===== src/hw/rtl/steg_pkg.sv =====
// Shared constants, codes and control types of the square tone envelope generator.
package steg_pkg;

	localparam int SAMPLE_RATE = 44100;
	localparam int MS_PER_S    = 1000;

	localparam int FREQ_W   = 15;
	localparam int DUR_W    = 12;
	localparam int AMP_W    = 15;
	localparam int GAP_W    = 10;
	localparam int FADE_W   = 8;
	localparam int SAMPLE_W = 16;
	localparam int LEN_W    = 18;
	localparam int CFG_IDX_W = 2;
	localparam int CFG_W    = 15;

	localparam int DUR_MAX = (1 << DUR_W) - 1;
	localparam int LEN_MAX = (1 << LEN_W) - 1;

	// 44100 / 1000 = 44 + 1/10; the tenth is taken by reciprocal multiply,
	// exact for every 12-bit duration.
	localparam int LEN_WHOLE   = SAMPLE_RATE / MS_PER_S;
	localparam int TENTH_MUL   = 3277;
	localparam int TENTH_SHIFT = 15;

	localparam int SR_W    = $clog2(SAMPLE_RATE + 1);
	localparam int MUL_AW  = AMP_W;
	localparam int PROD_W  = MUL_AW + SR_W;
	localparam int DIV_NW  = AMP_W + FADE_W;
	localparam int DIV_CW  = $clog2(DIV_NW + 1);

	localparam logic [CFG_IDX_W-1:0] CFG_AMPLITUDE = 2'd0;
	localparam logic [CFG_IDX_W-1:0] CFG_GAP       = 2'd1;
	localparam logic [CFG_IDX_W-1:0] CFG_MAX_FADE  = 2'd2;

	localparam logic [AMP_W-1:0]  AMP_RESET  = 15'd7864;
	localparam logic [GAP_W-1:0]  GAP_RESET  = 10'd529;
	localparam logic [FADE_W-1:0] FADE_RESET = 8'd220;

	localparam logic ACT_START = 1'b0;
	localparam logic ACT_TICK  = 1'b1;

	typedef enum logic [1:0] {
		MODE_IDLE = 2'd0,
		MODE_TONE = 2'd1,
		MODE_GAP  = 2'd2
	} play_mode_t;

	typedef enum logic [2:0] {
		S_IDLE,
		S_ST_MUL,
		S_ST_LEN,
		S_TK_MUL,
		S_TK_DIV,
		S_TK_WAIT,
		S_TK_EMIT
	} ctrl_state_t;

	typedef enum logic {
		MUL_LEN,
		MUL_AMP
	} mul_op_t;

	typedef struct packed {
		logic    cap;
		logic    mul_en;
		mul_op_t mul_op;
		logic    div_load;
		logic    tone_load;
		logic    emit;
	} steg_cmd_t;

	typedef struct packed {
		logic mode_tone;
		logic div_done;
		logic res_free;
	} steg_sts_t;

endpackage


===== src/hw/rtl/steg_ctrl.sv =====
// Controller state machine: sequences start loading and sample ticks.
module steg_ctrl (
	input  logic                clk,
	input  logic                arst_n,
	input  logic                req_valid,
	input  logic                action,
	output logic                req_stall,
	input  steg_pkg::steg_sts_t sts,
	output steg_pkg::steg_cmd_t cmd
);
	import steg_pkg::*;

	ctrl_state_t state_q;
	ctrl_state_t state_nxt;

	always_ff @(posedge clk or negedge arst_n) begin
		if (!arst_n) begin
			state_q <= S_IDLE;
		end else begin
			state_q <= state_nxt;
		end
	end

	always_comb begin
		state_nxt = state_q;
		case (state_q)
			S_IDLE: begin
				if (req_valid) begin
					if (action == ACT_START) begin
						state_nxt = S_ST_MUL;
					end else if (sts.mode_tone) begin
						state_nxt = S_TK_MUL;
					end else begin
						state_nxt = S_TK_EMIT;
					end
				end
			end
			S_ST_MUL:  state_nxt = S_ST_LEN;
			S_ST_LEN:  state_nxt = S_IDLE;
			S_TK_MUL:  state_nxt = S_TK_DIV;
			S_TK_DIV:  state_nxt = S_TK_WAIT;
			S_TK_WAIT: begin
				if (sts.div_done) begin
					state_nxt = S_TK_EMIT;
				end
			end
			S_TK_EMIT: begin
				if (sts.res_free) begin
					state_nxt = S_IDLE;
				end
			end
			default:   state_nxt = S_IDLE;
		endcase
	end

	always_comb begin
		cmd        = '0;
		cmd.mul_op = MUL_LEN;
		req_stall  = 1'b1;
		case (state_q)
			S_IDLE: begin
				req_stall = 1'b0;
				cmd.cap   = req_valid;
			end
			S_ST_MUL: begin
				cmd.mul_en = 1'b1;
				cmd.mul_op = MUL_LEN;
			end
			S_ST_LEN: begin
				cmd.tone_load = 1'b1;
			end
			S_TK_MUL: begin
				cmd.mul_en = 1'b1;
				cmd.mul_op = MUL_AMP;
			end
			S_TK_DIV: begin
				cmd.div_load = 1'b1;
			end
			S_TK_EMIT: begin
				cmd.emit = sts.res_free;
			end
			default: begin
				req_stall = 1'b1;
			end
		endcase
	end

endmodule


===== src/hw/rtl/steg_dp.sv =====
// Datapath: config registers, tone state, shared multiplier, serial divider, result register.
module steg_dp (
	input  logic                                  clk,
	input  logic                                  arst_n,
	input  logic                                  cfg_we,
	input  logic [steg_pkg::CFG_IDX_W-1:0]        cfg_index,
	input  logic [steg_pkg::CFG_W-1:0]            cfg_data,
	input  logic [steg_pkg::FREQ_W-1:0]           frequency,
	input  logic [steg_pkg::DUR_W-1:0]            duration_ms,
	input  logic                                  last_tone,
	input  steg_pkg::steg_cmd_t                   cmd,
	output steg_pkg::steg_sts_t                   sts,
	input  logic                                  res_stall,
	output logic                                  res_valid,
	output logic signed [steg_pkg::SAMPLE_W-1:0]  sample,
	output logic                                  active,
	output logic                                  segment_end
);
	import steg_pkg::*;

	logic [AMP_W-1:0]  amp_q;
	logic [GAP_W-1:0]  gap_cfg_q;
	logic [FADE_W-1:0] max_fade_q;

	logic [FREQ_W-1:0] freq_q;
	logic [DUR_W-1:0]  dur_q;
	logic              last_q;

	logic [PROD_W-1:0] prod_q;
	logic [SR_W-1:0]   rem_q;
	logic [DIV_NW-1:0] quo_q;
	logic [SR_W-1:0]   dvs_q;
	logic [DIV_CW-1:0] cnt_q;

	logic [SR_W-1:0]   phase_q;
	logic [LEN_W-1:0]  idx_q;
	logic [LEN_W-1:0]  len_q;
	logic [FADE_W-1:0] fade_q;
	logic [SR_W-1:0]   tfreq_q;
	logic [GAP_W-1:0]  gap_left_q;
	play_mode_t        mode_q;
	logic              gap_pend_q;

	logic                       res_valid_q;
	logic signed [SAMPLE_W-1:0] sample_q;
	logic                       active_q;
	logic                       seg_q;

	logic [LEN_W-1:0]  rem_len;
	logic [LEN_W-1:0]  near;
	logic [FADE_W-1:0] num;
	logic [MUL_AW-1:0] mul_a;
	logic [SR_W-1:0]   mul_b;
	logic [SR_W:0]     shifted;
	logic              div_ge;
	logic [LEN_W:0]    len_raw;
	logic [LEN_W-1:0]  len_new;
	logic [LEN_W-3:0]  len4;
	logic [FADE_W-1:0] fade_min;
	logic [FADE_W-1:0] fade_new;
	logic [SR_W-1:0]   freq_mod;
	logic [AMP_W-1:0]  mag;
	logic              positive;
	logic [SR_W:0]     psum;
	logic [SR_W-1:0]   phase_nxt;
	logic signed [SAMPLE_W-1:0] tone_sample;

	always_ff @(posedge clk or negedge arst_n) begin
		if (!arst_n) begin
			amp_q      <= AMP_RESET;
			gap_cfg_q  <= GAP_RESET;
			max_fade_q <= FADE_RESET;
		end else if (cfg_we) begin
			case (cfg_index)
				CFG_AMPLITUDE: amp_q      <= cfg_data[AMP_W-1:0];
				CFG_GAP:       gap_cfg_q  <= cfg_data[GAP_W-1:0];
				CFG_MAX_FADE:  max_fade_q <= cfg_data[FADE_W-1:0];
				default:       ;
			endcase
		end
	end

	always_ff @(posedge clk) begin
		if (cmd.cap) begin
			freq_q <= frequency;
			dur_q  <= duration_ms;
			last_q <= last_tone;
		end
	end

	assign rem_len = len_q - idx_q - LEN_W'(1);
	assign near    = (idx_q < rem_len) ? idx_q : rem_len;
	assign num     = (near < LEN_W'(fade_q)) ? near[FADE_W-1:0] : fade_q;

	always_comb begin
		case (cmd.mul_op)
			MUL_LEN: begin
				mul_a = MUL_AW'(dur_q);
				mul_b = SR_W'(TENTH_MUL);
			end
			MUL_AMP: begin
				mul_a = amp_q;
				mul_b = SR_W'(num);
			end
			default: begin
				mul_a = '0;
				mul_b = '0;
			end
		endcase
	end

	always_ff @(posedge clk) begin
		if (cmd.mul_en) begin
			prod_q <= PROD_W'(mul_a) * PROD_W'(mul_b);
		end
	end

	assign shifted = {rem_q, quo_q[DIV_NW-1]};
	assign div_ge  = shifted >= {1'b0, dvs_q};

	always_ff @(posedge clk or negedge arst_n) begin
		if (!arst_n) begin
			cnt_q <= '0;
		end else if (cmd.div_load) begin
			cnt_q <= DIV_CW'(DIV_NW);
		end else if (cnt_q != '0) begin
			cnt_q <= cnt_q - DIV_CW'(1);
		end
	end

	always_ff @(posedge clk) begin
		if (cmd.div_load) begin
			rem_q <= '0;
			quo_q <= prod_q[DIV_NW-1:0];
			dvs_q <= SR_W'(fade_q);
		end else if (cnt_q != '0) begin
			rem_q <= div_ge ? SR_W'(shifted - {1'b0, dvs_q}) : shifted[SR_W-1:0];
			quo_q <= {quo_q[DIV_NW-2:0], div_ge};
		end
	end

	always_comb begin
		len_raw = (LEN_W+1)'(dur_q) * (LEN_W+1)'(LEN_WHOLE) +
			(LEN_W+1)'(prod_q[PROD_W-1:TENTH_SHIFT]);
		if (len_raw > (LEN_W+1)'(LEN_MAX)) begin
			len_new = LEN_W'(LEN_MAX);
		end else if (len_raw == '0) begin
			len_new = LEN_W'(1);
		end else begin
			len_new = len_raw[LEN_W-1:0];
		end
		len4     = len_new[LEN_W-1:2];
		fade_min = (len4 < (LEN_W-2)'(max_fade_q)) ? len4[FADE_W-1:0] : max_fade_q;
		fade_new = (fade_min == '0) ? FADE_W'(1) : fade_min;
	end

	assign freq_mod    = (SR_W'(freq_q) >= SR_W'(SAMPLE_RATE)) ?
		SR_W'(freq_q) - SR_W'(SAMPLE_RATE) : SR_W'(freq_q);
	assign mag         = quo_q[AMP_W-1:0];
	assign positive    = phase_q < SR_W'(SAMPLE_RATE / 2);
	assign tone_sample = positive ? $signed(SAMPLE_W'(mag)) : -$signed(SAMPLE_W'(mag));
	assign psum        = (SR_W+1)'(phase_q) + (SR_W+1)'(tfreq_q);
	assign phase_nxt   = (psum >= (SR_W+1)'(SAMPLE_RATE)) ?
		SR_W'(psum - (SR_W+1)'(SAMPLE_RATE)) : psum[SR_W-1:0];

	always_ff @(posedge clk or negedge arst_n) begin
		if (!arst_n) begin
			phase_q    <= '0;
			idx_q      <= '0;
			len_q      <= '0;
			fade_q     <= FADE_W'(1);
			tfreq_q    <= '0;
			gap_left_q <= '0;
			mode_q     <= MODE_IDLE;
			gap_pend_q <= 1'b0;
		end else begin
			if (cmd.tone_load) begin
				len_q      <= len_new;
				fade_q     <= fade_new;
				tfreq_q    <= freq_mod;
				phase_q    <= '0;
				idx_q      <= '0;
				gap_left_q <= last_q ? '0 : gap_cfg_q;
				gap_pend_q <= !last_q && (gap_cfg_q != '0);
				mode_q     <= MODE_TONE;
			end else if (cmd.emit) begin
				case (mode_q)
					MODE_TONE: begin
						if (rem_len == '0) begin
							mode_q <= gap_pend_q ? MODE_GAP : MODE_IDLE;
						end else begin
							idx_q <= idx_q + LEN_W'(1);
						end
						phase_q <= phase_nxt;
					end
					MODE_GAP: begin
						if (gap_left_q <= GAP_W'(1)) begin
							gap_left_q <= '0;
							gap_pend_q <= 1'b0;
							mode_q     <= MODE_IDLE;
						end else begin
							gap_left_q <= gap_left_q - GAP_W'(1);
						end
					end
					default: ;
				endcase
			end
		end
	end

	always_ff @(posedge clk or negedge arst_n) begin
		if (!arst_n) begin
			res_valid_q <= 1'b0;
		end else if (cmd.emit) begin
			res_valid_q <= 1'b1;
		end else if (!res_stall) begin
			res_valid_q <= 1'b0;
		end
	end

	always_ff @(posedge clk) begin
		if (cmd.emit) begin
			case (mode_q)
				MODE_TONE: begin
					sample_q <= tone_sample;
					active_q <= 1'b1;
					seg_q    <= (rem_len == '0) && !gap_pend_q;
				end
				MODE_GAP: begin
					sample_q <= '0;
					active_q <= 1'b1;
					seg_q    <= gap_left_q <= GAP_W'(1);
				end
				default: begin
					sample_q <= '0;
					active_q <= 1'b0;
					seg_q    <= 1'b0;
				end
			endcase
		end
	end

	assign sts.mode_tone = mode_q == MODE_TONE;
	assign sts.div_done  = cnt_q == '0;
	assign sts.res_free  = !res_valid_q || !res_stall;

	assign res_valid   = res_valid_q;
	assign sample      = sample_q;
	assign active      = active_q;
	assign segment_end = seg_q;

endmodule


===== src/hw/rtl/square_tone_envelope_generator.sv =====
// Top level of the square tone envelope generator: controller plus datapath.
//
//   channel   handshake              payload
//   request   req_valid / req_stall  action, frequency, duration_ms, last_tone
//   result    res_valid / res_stall  sample, active, segment_end
//   config    cfg_valid / cfg_ready  cfg_index, cfg_data
//
// A tone tick passes from request through the shared multiplier and the one-bit-per-cycle
// divider (23 steps) to the result register; idle and gap ticks skip the multiply and divide.
// Once a start request is taken, the tone is loaded: a constant multiply for the length,
// then fade, phase and gap setup.
// Reset clears control, config, tone, divider count and result-valid state at once; there is no clearing pass.
// A stalled result holds in the output register; the next request is taken meanwhile,
// and its tick completes once the result register frees.
module square_tone_envelope_generator (
	input  logic                                  clk,
	input  logic                                  arst_n,
	input  logic                                  req_valid,
	output logic                                  req_stall,
	input  logic                                  action,
	input  logic [steg_pkg::FREQ_W-1:0]           frequency,
	input  logic [steg_pkg::DUR_W-1:0]            duration_ms,
	input  logic                                  last_tone,
	output logic                                  res_valid,
	input  logic                                  res_stall,
	output logic signed [steg_pkg::SAMPLE_W-1:0]  sample,
	output logic                                  active,
	output logic                                  segment_end,
	input  logic                                  cfg_valid,
	output logic                                  cfg_ready,
	input  logic [steg_pkg::CFG_IDX_W-1:0]        cfg_index,
	input  logic [steg_pkg::CFG_W-1:0]            cfg_data
);
	import steg_pkg::*;

	steg_cmd_t cmd;
	steg_sts_t sts;

	assign cfg_ready = 1'b1;

	steg_ctrl u_ctrl (
		.clk       (clk),
		.arst_n    (arst_n),
		.req_valid (req_valid),
		.action    (action),
		.req_stall (req_stall),
		.sts       (sts),
		.cmd       (cmd)
	);

	steg_dp u_dp (
		.clk         (clk),
		.arst_n      (arst_n),
		.cfg_we      (cfg_valid && cfg_ready),
		.cfg_index   (cfg_index),
		.cfg_data    (cfg_data),
		.frequency   (frequency),
		.duration_ms (duration_ms),
		.last_tone   (last_tone),
		.cmd         (cmd),
		.sts         (sts),
		.res_stall   (res_stall),
		.res_valid   (res_valid),
		.sample      (sample),
		.active      (active),
		.segment_end (segment_end)
	);

endmodule


===== config.mk =====
export PLATFORM = sky130hd
export DESIGN_NAME = square_tone_envelope_generator
export DESIGN_NICKNAME = d
export VERILOG_FILES = /design/src/hw/rtl/steg_pkg.sv /design/src/hw/rtl/steg_ctrl.sv /design/src/hw/rtl/steg_dp.sv /design/src/hw/rtl/square_tone_envelope_generator.sv
export SDC_FILE = /design/constraint.sdc
export NUM_CORES = 1
export LEC_CHECK = 0
export BUFFER_PORTS_ARGS = -buffer_cell sky130_fd_sc_hd__buf_4
export CAP_MARGIN = 40
export CORE_UTILIZATION = 45
export DETAILED_ROUTE_END_ITERATION = 7
export GPL_TIMING_DRIVEN = 0
export HOLD_SLACK_MARGIN = 0.05
export PLACE_DENSITY = 0.66
export SLEW_MARGIN = 25
export SYNTH_ARGS = -nofsm -noshare
export SYNTH_HDL_FRONTEND = slang
export SYNTH_HIERARCHICAL = 1
export SYNTH_SLANG_ARGS = --single-unit

===== constraint.sdc =====
create_clock -name clk -period 28 [get_ports clk]
set_input_delay 0 -clock clk [delete_from_list [all_inputs] [get_ports clk]]
set_output_delay 0 -clock clk [all_outputs]
set_load 0.005 [all_outputs]

==> impl_metrics.env, run 1 <==
export IMPL_yosysUniqueCellTypes=105
export IMPL_synth_area_sq_um=21620
export IMPL_r2r_start="u_dp/idx_q[0]$_DFFE_PN0P_"
export IMPL_slowest_stage="fa_1"
export IMPL_fin_cells=3038
export IMPL_hp_start="frequency[8]"
export IMPL_insertion_delay_ns=0.59
export IMPL_setup_violations=0
export IMPL_clkTransAtPathRegs_ns=0.06
export IMPL_die_area_sq_um=48940
export IMPL_grt_max_degree=72
export IMPL_period_needed_ns=12.94
export IMPL_grt_pass1_vias=17411
export IMPL_synth_top_family_by_area="adder cells"
export IMPL_synth_top_area_share_pct=14.72
export IMPL_die_h_um=221.2
export IMPL_worst_slew_pin_slew_ns=0.8002
export IMPL_synthSimpleGateAreaFrac_pct=12.90
export IMPL_fin_crit_sh_pct=46.20
export IMPL_cts_sinks=252
export IMPL_final_max_slew_viol_count=0
export IMPL_critPathLaunch="u_dp/idx_q[0]$_DFFE_PN0P_"
export IMPL_fp_dieW_um=221.2
export IMPL_antenna_found_initial=0
export IMPL_hold_viol=0
export IMPL_final_cell_mix="284 x inv_1, 232 x ha_1, 194 x nor2_1, 137 x a21oi_1"
export IMPL_drive_gt1_share_pct=12.01
export IMPL_avgSynthCellArea_sq_um=9.662
export IMPL_n_antenna_cell=0
export IMPL_rsz0062_at_grt="no"
export IMPL_via_per_inst=5.611
export IMPL_start_kind="flop"
export IMPL_cts_resized=0
export IMPL_max_slew_margin_pct=46.16
export IMPL_synthMuxAreaShare_pct=4.131
export IMPL_worst_ep_required_time_ns=28.34
export IMPL_cts_root_buf="clkbuf_16"
export IMPL_crit_type="reg2reg"
export IMPL_post_cts_buffers=0
export IMPL_synth_edf_count=106
export IMPL_synth_compound_area_share_pct=16.99
export IMPL_slowest_delay_ns=0.58
export IMPL_wl_per_cell_um=18.18
export IMPL_fin_tns_setup_ns=0
export IMPL_numCtsBuffers=31
export IMPL_pre_cts_ws_ns=15.23
export IMPL_hp_class="in2reg"
export IMPL_drc_errors=0
export IMPL_finalWirelength_um=55230
export IMPL_crit_fanout=10
export IMPL_yosysTopAreaCell="edfxtp_1"
export IMPL_core_area_sq_um=46950
export IMPL_synth_cells=2238
export IMPL_ys_seq_elements=252
export IMPL_numPortBuffers=70
export IMPL_antenna_left=0
export IMPL_start_util_pct=46.06
export IMPL_dr_pass1_iters=5
export IMPL_core_rowCount=79
export IMPL_nets=2801
export IMPL_grt_usage_pct=22.84
export IMPL_drt_iter0_markers=1219
export IMPL_ys_seq_area_share_pct=31.34
export IMPL_synth_main_ff_cell="dfrtp_1"
export IMPL_dp_hpwl_um=43260
export IMPL_critical_path_arrival_ns=13.27
export IMPL_tritoncts="yes"
export IMPL_placedCellCount=2923
export IMPL_synthXorXnorAreaFrac_pct=4.293
export IMPL_final_common_cell="inv_1"
export IMPL_grt_pass1_wl_um=90510
export IMPL_max_freq_mhz=77.31
export IMPL_area_growth_pct=14.32
export IMPL_drv_cap=0
export IMPL_dr_total_vias=17046
export IMPL_ys_warn_count=6
export IMPL_status="completed"
export IMPL_io_pins=72
export IMPL_ys_async_sr_fraction_pct=51.59
export IMPL_h_tree_depth=1
export IMPL_grt_overflow=0
export IMPL_netlist_top_cells_area="edfxtp_1 15%, ha_1 13%, dfrtp_1 13%, fa_1 10%, inv_1 4.9%"
export IMPL_end_kind="flop"
export IMPL_final_setup_skew_ns=0.01816
export IMPL_gp_congestion=0.9182
export IMPL_clk_path_buf_depth=3
export IMPL_synth_fa_ha_area_share_pct=23.79
export IMPL_fin_ws_ns=15.06
==> per-layer routing <==
layer	GRT usage (%)	up-vias	wire, um
met5	0	-	0
met3	3.120	119	2628
li1	-	8235	-
met4	6.542	0	1622
met1	30.52	8247	25010
met2	38.55	445	25970
==> what timing repair did <==
action | in CTS | in global routing
endpoints found under the setup margin | 0 | 0
hold endpoints to repair | 179 | 0
hold buffers | 56 | 0
==> registers in the layout (all words and copies together), names as in the netlist, 5 cells and up <==
signal / flops
u_dp/sample: 16
u_dp/fade_q: 8
u_dp/tfreq_q: 15
u_dp/len_q: 18
u_dp/idx_q: 18
u_dp/gap_cfg_q: 10
u_dp/dvs_q: 8
u_dp/gap_left_q: 10
u_dp/amp_q: 15
u_dp/max_fade_q: 8
u_dp/freq_q: 15
u_dp/cnt_q: 5
u_dp/dur_q: 12
u_dp/quo_q: 23
u_dp/phase_q: 16
u_dp/prod_q: 29
u_dp/rem_q: 16
==> through the flow <==
step	utilization [%]	cell area (sq um)	hold WS, ns
global route	52.65	24720	0.1114
detailed placement	49.07	23040	-0.02115
floorplan	-	21640	-0.2956
global placement	48.83	22930	0.1780
CTS	52.64	24720	0.09715
finish	52.65	24720	0.1192
==> layout make-up <==
| class | count | area, sq um |
|---|---|---|
| Clock inverter | 18 | 257.7 |
| Buffer | 70 | 331.6 |
| Clock buffer | 40 | 839.6 |
| Tap cell | 607 | 759.5 |
| Inverter | 286 | 1074 |
| Fill cell | 4171 | 22230 |
| Multi-Input combinational cell | 1635 | 13480 |
| Timing Repair Buffer | 130 | 1199 |
| Sequential cell | 252 | 6778 |
==> logic make-up after synthesis <==
group,count (synthesis)
compound gates,529
xor+xnor,106
fa+ha+maj,344
buf+inv,356
flops,252
mux,79
other cells,3
simple gates,569
==> critical path, delay by kind of cell, from the launching register on <==
kind,cells,cell delay [ns]
AO/OA/AOI/OAI,23,5.46
AND/OR/NAND/NOR,6,1.17
XOR/XNOR,1,0.08
buffers and inverters,9,0.76
adder cells (fa/ha/maj),11,4.69
flip-flops,1,0.48
==> cells in the mapped netlist, types with 7 or more instances <==
library cell / instances
nor2_1: 194
nand3_1: 54
o31ai_1: 10
a211oi_1: 38
buf_2: 9
nor2b_1: 22
o21ai_0: 105
nor4_1: 16
xor2_1: 34
nor3_1: 32
or3_1: 13
clkbuf_1: 50
inv_1: 284
dfxtp_1: 16
a21o_1: 54
and3_1: 13
mux2_2: 72
fa_1: 112
or4_1: 12
o31a_1: 11
edfxtp_1: 106
dfstp_2: 17
nand2b_1: 19
a21oi_2: 9
nand2_1: 113
nand3b_1: 9
xnor2_1: 72
o21bai_1: 7
a22oi_1: 9
o221ai_1: 9
a211o_1: 7
o21a_1: 25
dfrtp_1: 113
nand4_1: 19
a21oi_1: 137
a31oi_1: 11
or2_2: 14
a311oi_1: 8
ha_1: 232
==> path summary, 6_finish.rpt <==
kind	cells past startpoint	slack, ns	endpoint
min reg2reg	1	0.48	u_dp/cnt_q[4]$_DFFE_PN0P_
max	50	15.06	u_dp/prod_q[20]$_DFFE_PP_
min	2	0.12	u_dp/freq_q[8]$_DFFE_PP_
min in group asynchronous	3	0.54	u_dp/fade_q[0]$_DFFE_PN1P_
max in group asynchronous	4	27.02	u_dp/amp_q[12]$_DFFE_PN1P_
max reg2reg	50	15.06	u_dp/prod_q[20]$_DFFE_PP_
Power of run 1 is left out: the tool's default activity adds up to more than one toggle a clock period on the data nets, which glitch-free logic cannot reach.
==> run 2, diff against run 1 <==
- clock period: 28 -> 13.5 ns (I/O delays scaled with it)
==> run 2 against run 1 <==
Worst hold slack improved by 0.0016 ns. Critical endpoint unchanged. Non-clock buffer count is the same. Worst setup slack got worse by 14 ns. Sequential cell count is the same. Critical path type unchanged. First-iteration DRC count shrank 1.1%.
==> impl_metrics.env, run 2 (synthesized netlist as in run 1, its figures left out) <==
export IMPL_status="completed"
export IMPL_drive_gt1_share_pct=12.01
export IMPL_r2r_slack_ns=0.68
export IMPL_setup_violations=0
export IMPL_final_common_cell="inv_1"
export IMPL_core_area_sq_um=46950
export IMPL_path_depth=49
export IMPL_top_regs="u_dp/prod_q x29, u_dp/quo_q x23"
export IMPL_drt_iter0_markers=1206
export IMPL_fp_dieW_um=221.2
export IMPL_period_needed_ns=12.82
export IMPL_die_h_um=221.2
export IMPL_h_tree_depth=1
export IMPL_crit_end="u_dp/prod_q[20]$_DFFE_PP_"
export IMPL_final_setup_skew_ns=0.01647
export IMPL_die_area_sq_um=48940
export IMPL_rr_endpoint="u_dp/prod_q[20]$_DFFE_PP_"
export IMPL_r2r_start="u_dp/idx_q[0]$_DFFE_PN0P_"
export IMPL_dr_pass1_iters=5
export IMPL_hold_viol=0
export IMPL_grt_usage_pct=22.84
export IMPL_post_cts_buffers=0
export IMPL_max_slew_margin_pct=46.32
export IMPL_numCtsBuffers=31
export IMPL_dr_total_vias=17061
export IMPL_dp_hpwl_um=43260
export IMPL_grt_max_degree=72
export IMPL_cts_root_buf="clkbuf_16"
export IMPL_end_kind="flop"
export IMPL_gp_congestion=0.9182
export IMPL_fin_tns_setup_ns=0
export IMPL_wl_per_cell_um=18.19
export IMPL_grt_overflow=0
export IMPL_start_kind="flop"
export IMPL_cts_sinks=252
export IMPL_critical_path_arrival_ns=13.16
export IMPL_n_antenna_cell=0
export IMPL_num_fill_cells=4171
export IMPL_worst_slew_pin_slew_ns=0.8008
export IMPL_slowest_delay_ns=0.57
export IMPL_core_rowCount=79
export IMPL_critPathTopFamily="compound AO/OA/AOI/OAI gates"
export IMPL_critPathBufInv=9
export IMPL_start_util_pct=46.06
export IMPL_finalWirelength_um=55260
export IMPL_antenna_left=0
export IMPL_largest_reg_flops=29
export IMPL_final_max_slew_viol_count=0
export IMPL_crit_fanout=10
export IMPL_grt_pass1_wl_um=90510
export IMPL_clk_path_buf_depth=3
export IMPL_antenna_found_initial=0
export IMPL_rsz0062_at_grt="no"
export IMPL_crit_type="reg2reg"
export IMPL_drc_errors=0
export IMPL_area_growth_pct=14.32
export IMPL_clkTransAtPathRegs_ns=0.06
export IMPL_max_freq_mhz=77.98
export IMPL_nets=2801
export IMPL_slowest_stage="fa_1"
export IMPL_r2r_worst_path_cells=49
export IMPL_numPortBuffers=70
export IMPL_fin_crit_sh_pct=94.99
export IMPL_drv_cap=0
export IMPL_hold_ws_ns=0.1208
export IMPL_grt_pass1_vias=17411
export IMPL_worst_ep_required_time_ns=13.84
export IMPL_hp_class="in2reg"
export IMPL_insertion_delay_ns=0.59
export IMPL_tritoncts="yes"
export IMPL_final_cell_mix="284 x inv_1, 232 x ha_1, 194 x nor2_1, 137 x a21oi_1"
export IMPL_io_pins=72
export IMPL_via_per_inst=5.616
export IMPL_regMostFlops="u_dp/prod_q"
export IMPL_critPathLaunch="u_dp/idx_q[0]$_DFFE_PN0P_"
## run 2: through the flow
stage	std cells	instance area, sq um	setup slack, ns	util, %
floorplan	2243	21640	2.432	-
global placement	2920	22930	0.8965	48.83
detailed placement	2923	23040	0.7267	49.07
CTS	3037	24720	0.6664	52.64
global route	3038	24720	0.02134	52.65
finish	3038	24720	0.6759	52.65
## run 2: how the worst min path moves through the flow
stage                   start                             to  slack [ns]  depth (start not counted)
6_report         frequency[8]       u_dp/freq_q[8]$_DFFE_PP_        0.12                          2
3_3_place_gp   duration_ms[3]        u_dp/dur_q[3]$_DFFE_PP_        0.18                          1
2_1_floorplan          arst_n  u_ctrl/state_q[0]$_DFFE_PN0P_       -0.30                          0
3_5_place_dp           arst_n    u_dp/tfreq_q[8]$_DFFE_PN0P_       -0.02                          1
4_1_cts          frequency[8]       u_dp/freq_q[8]$_DFFE_PP_         0.1                          2
5_1_grt        duration_ms[7]        u_dp/dur_q[7]$_DFFE_PP_        0.11                          2
## run 2: worst register-to-register path, delay by kind of cell, from the launching register on
kind,cells,cell delay [ns]
AOI/OAI and AO/OA,22,5.35
adders and majority gates,11,4.70
and+or+nand+nor,6,1.19
buffers and inverters,9,0.76
DFF,1,0.48
xor gates and xnor gates,1,0.08
## run 2: repair_timing
action	CTS	global route
hold buffers	56	0
setup endpoints to repair	0	2
hold endpoints to repair	179	0
gates resized for setup	0	1
## run 2: layer usage
metal	wire length [um]	vias up	part of all wire (%)	global-route usage, %
li1	-	8235	-	-
met1	25020	8245	45	30.52
met2	25940	453	47	38.55
met3	2648	128	4.8	3.120
met4	1644	0	3.0	6.542
met5	0	-	0	0
## run 2: area by class of cell
class / instances / area (sq um) / area share [%]
well taps: 607 / 759.5 / 3.072
inverters: 286 / 1074 / 4.343
plain buffers: 70 / 331.6 / 1.341
clock inverters: 18 / 257.7 / 1.043
flip-flops and latches: 252 / 6778 / 27.42
multi-input cells: 1635 / 13480 / 54.54
clock buffers: 40 / 839.6 / 3.396
repair buffers: 130 / 1199 / 4.849
Power of run 2 is left out for the same reason.
==> run 3, diff against run 2 <==
--- a/config.mk
+++ b/config.mk
@@ -9,2 +9,3 @@
 export CAP_MARGIN = 40
+export CORE_MARGIN = 3
 export CORE_UTILIZATION = 45
@@ -19 +20,2 @@
 export SYNTH_SLANG_ARGS = --single-unit
+export TNS_END_PERCENT = 30
==> constraint.sdc (replaced) <==
create_clock -name clk -period 13.5 [get_ports clk]
set_input_delay 2.025 -clock clk [delete_from_list [all_inputs] [get_ports clk]]
set_output_delay 2.025 -clock clk [all_outputs]
set_load 0.005 [all_outputs]
==> run 3 against run 2 <==
First-iteration DRC count is 14% lower. Clock-buffer cell count rose by 5. Core utilization shrank 1.4 points. Register-to-register slack gained 0.14 ns. Worst hold slack improved by 0.34 ns. Largest cell class unchanged. Die area grew 3.6%. Non-clock buffer count shrank 55. Final cell count is 1.8% lower.
==> impl_metrics.env, run 3 (synthesized netlist as in run 1, its figures left out) <==
export IMPL_final_common_cell="inv_1"
export IMPL_tritoncts="yes"
export IMPL_regMostFlops="u_dp/prod_q"
export IMPL_finalWirelength_um=55080
export IMPL_n_antenna_cell=0
export IMPL_grt_overflow=0
export IMPL_top_regs="u_dp/prod_q x29, u_dp/quo_q x23"
export IMPL_fin_tns_setup_ns=0
export IMPL_area_growth_pct=11.55
export IMPL_setup_violations=0
export IMPL_core_area_sq_um=47050
export IMPL_worst_ep_required_time_ns=13.84
export IMPL_grt_usage_pct=21.95
export IMPL_start_kind="flop"
export IMPL_grt_pass1_wl_um=89800
export IMPL_clkTransAtPathRegs_ns=0.06
export IMPL_crit_type="reg2reg"
export IMPL_fin_crit_sh_pct=93.99
export IMPL_placedCellCount=2924
export IMPL_rsz0062_at_grt="no"
export IMPL_r2r_start="u_dp/idx_q[0]$_DFFE_PN0P_"
export IMPL_r2r_worst_path_cells=49
export IMPL_insertion_delay_ns=0.59
export IMPL_dr_total_vias=16816
export IMPL_final_setup_skew_ns=0.01504
export IMPL_nets=2746
export IMPL_final_cell_mix="284 x inv_1, 232 x ha_1, 194 x nor2_1, 137 x a21oi_1"
export IMPL_slowest_stage="o21ai_0"
export IMPL_drive_gt1_share_pct=12.42
export IMPL_largest_reg_flops=29
export IMPL_cts_resized=0
export IMPL_final_max_slew_viol_count=0
export IMPL_dr_pass1_iters=5
export IMPL_die_h_um=225.2
export IMPL_rr_endpoint="u_dp/prod_q[20]$_DFFE_PP_"
export IMPL_worst_slew_pin_slew_ns=0.8095
export IMPL_post_cts_buffers=0
export IMPL_cts_root_buf="clkbuf_16"
export IMPL_hold_viol=0
export IMPL_fp_dieW_um=225.2
export IMPL_numCtsBuffers=31
export IMPL_end_kind="flop"
export IMPL_drt_iter0_markers=1035
export IMPL_holdPathStages=0
export IMPL_final_area_sq_um=24120
export IMPL_antenna_left=0
export IMPL_grt_max_degree=77
export IMPL_dp_hpwl_um=43970
export IMPL_max_slew_margin_pct=45.46
export IMPL_r2r_slack_ns=0.81
export IMPL_hp_start="u_dp/fade_q[4]$_DFFE_PN0P_"
export IMPL_hp_class="reg2reg"
export IMPL_drc_errors=0
export IMPL_via_per_inst=5.637
export IMPL_critical_path_arrival_ns=13.03
export IMPL_min_to="u_dp/dvs_q[4]$_DFFE_PP_"
export IMPL_clk_path_buf_depth=3
export IMPL_period_needed_ns=12.69
export IMPL_gp_congestion=0.9154
export IMPL_grt_pass1_vias=17046
export IMPL_h_tree_depth=1
export IMPL_hold_ws_ns=0.4656
export IMPL_drv_cap=0
export IMPL_hold_buffers=0
export IMPL_status="completed"
export IMPL_io_pins=72
export IMPL_dpl_cell_area_sq_um=23050
export IMPL_antenna_found_initial=0
export IMPL_critPathTopFamily="compound AO/OA/AOI/OAI gates"
export IMPL_slowest_delay_ns=0.64
export IMPL_wl_per_cell_um=18.46
export IMPL_core_rowCount=79
export IMPL_cts_sinks=252
export IMPL_max_freq_mhz=78.81
export IMPL_crit_fanout=10
export IMPL_critPathBufInv=9
export IMPL_die_area_sq_um=50720
export IMPL_start_util_pct=45.96
export IMPL_numPortBuffers=70
export IMPL_fin_cells=2983
## run 3: cell count changes in the layout (fill, tap and decap cells not counted), sizes merged
cell	previous run	this run
clkbuf	91	95
clkinv	10	7
buf	94	95
bufinv	6	2
inv	288	289
dlygate4sd3	55	0
clkinvlp	0	1
## run 3: routing by layer
metal	vias to the layer above	share of wire (%)	global-route usage, %
met2	422	46	36.55
met3	103	5.2	3.686
met1	8175	45	29.52
met4	0	3.2	6.663
met5	-	0	0
li1	8116	-	-
## run 3: worst max-delay path by stage
stage                               from                   endpoint  slack (ns)  cells after the start
3_3_place_gp   u_dp/idx_q[0]$_DFFE_PN0P_  u_dp/prod_q[20]$_DFFE_PP_        0.98                     50
2_1_floorplan  u_dp/idx_q[0]$_DFFE_PN0P_  u_dp/prod_q[25]$_DFFE_PP_        2.43                     49
3_5_place_dp   u_dp/idx_q[9]$_DFFE_PN0P_  u_dp/prod_q[20]$_DFFE_PP_        0.79                     49
5_1_grt        u_dp/idx_q[9]$_DFFE_PN0P_  u_dp/prod_q[20]$_DFFE_PP_       0.005                     50
4_1_cts        u_dp/idx_q[9]$_DFFE_PN0P_  u_dp/prod_q[20]$_DFFE_PP_        0.74                     49
6_report       u_dp/idx_q[0]$_DFFE_PN0P_  u_dp/prod_q[20]$_DFFE_PP_        0.81                     49
## run 3: through the flow
step                worst slack, ns  utilization, %
detailed placement           0.7903           49.00
global placement             0.9824           48.73
global route               0.005353           51.27
finish                       0.8110           51.27
floorplan                     2.432               -
CTS                          0.7385           51.26
## run 3: layout make-up
type	count	area, sq um
buffer	70	331.6
clock buffer	45	919.6
clock inverter	13	141.4
fill	4279	22930
inverter	286	1074
multi-input combinational	1635	13480
sequential	252	6778
tap	607	759.5
timing repair buffer	75	638.1
Power of run 3 is left out for the same reason.
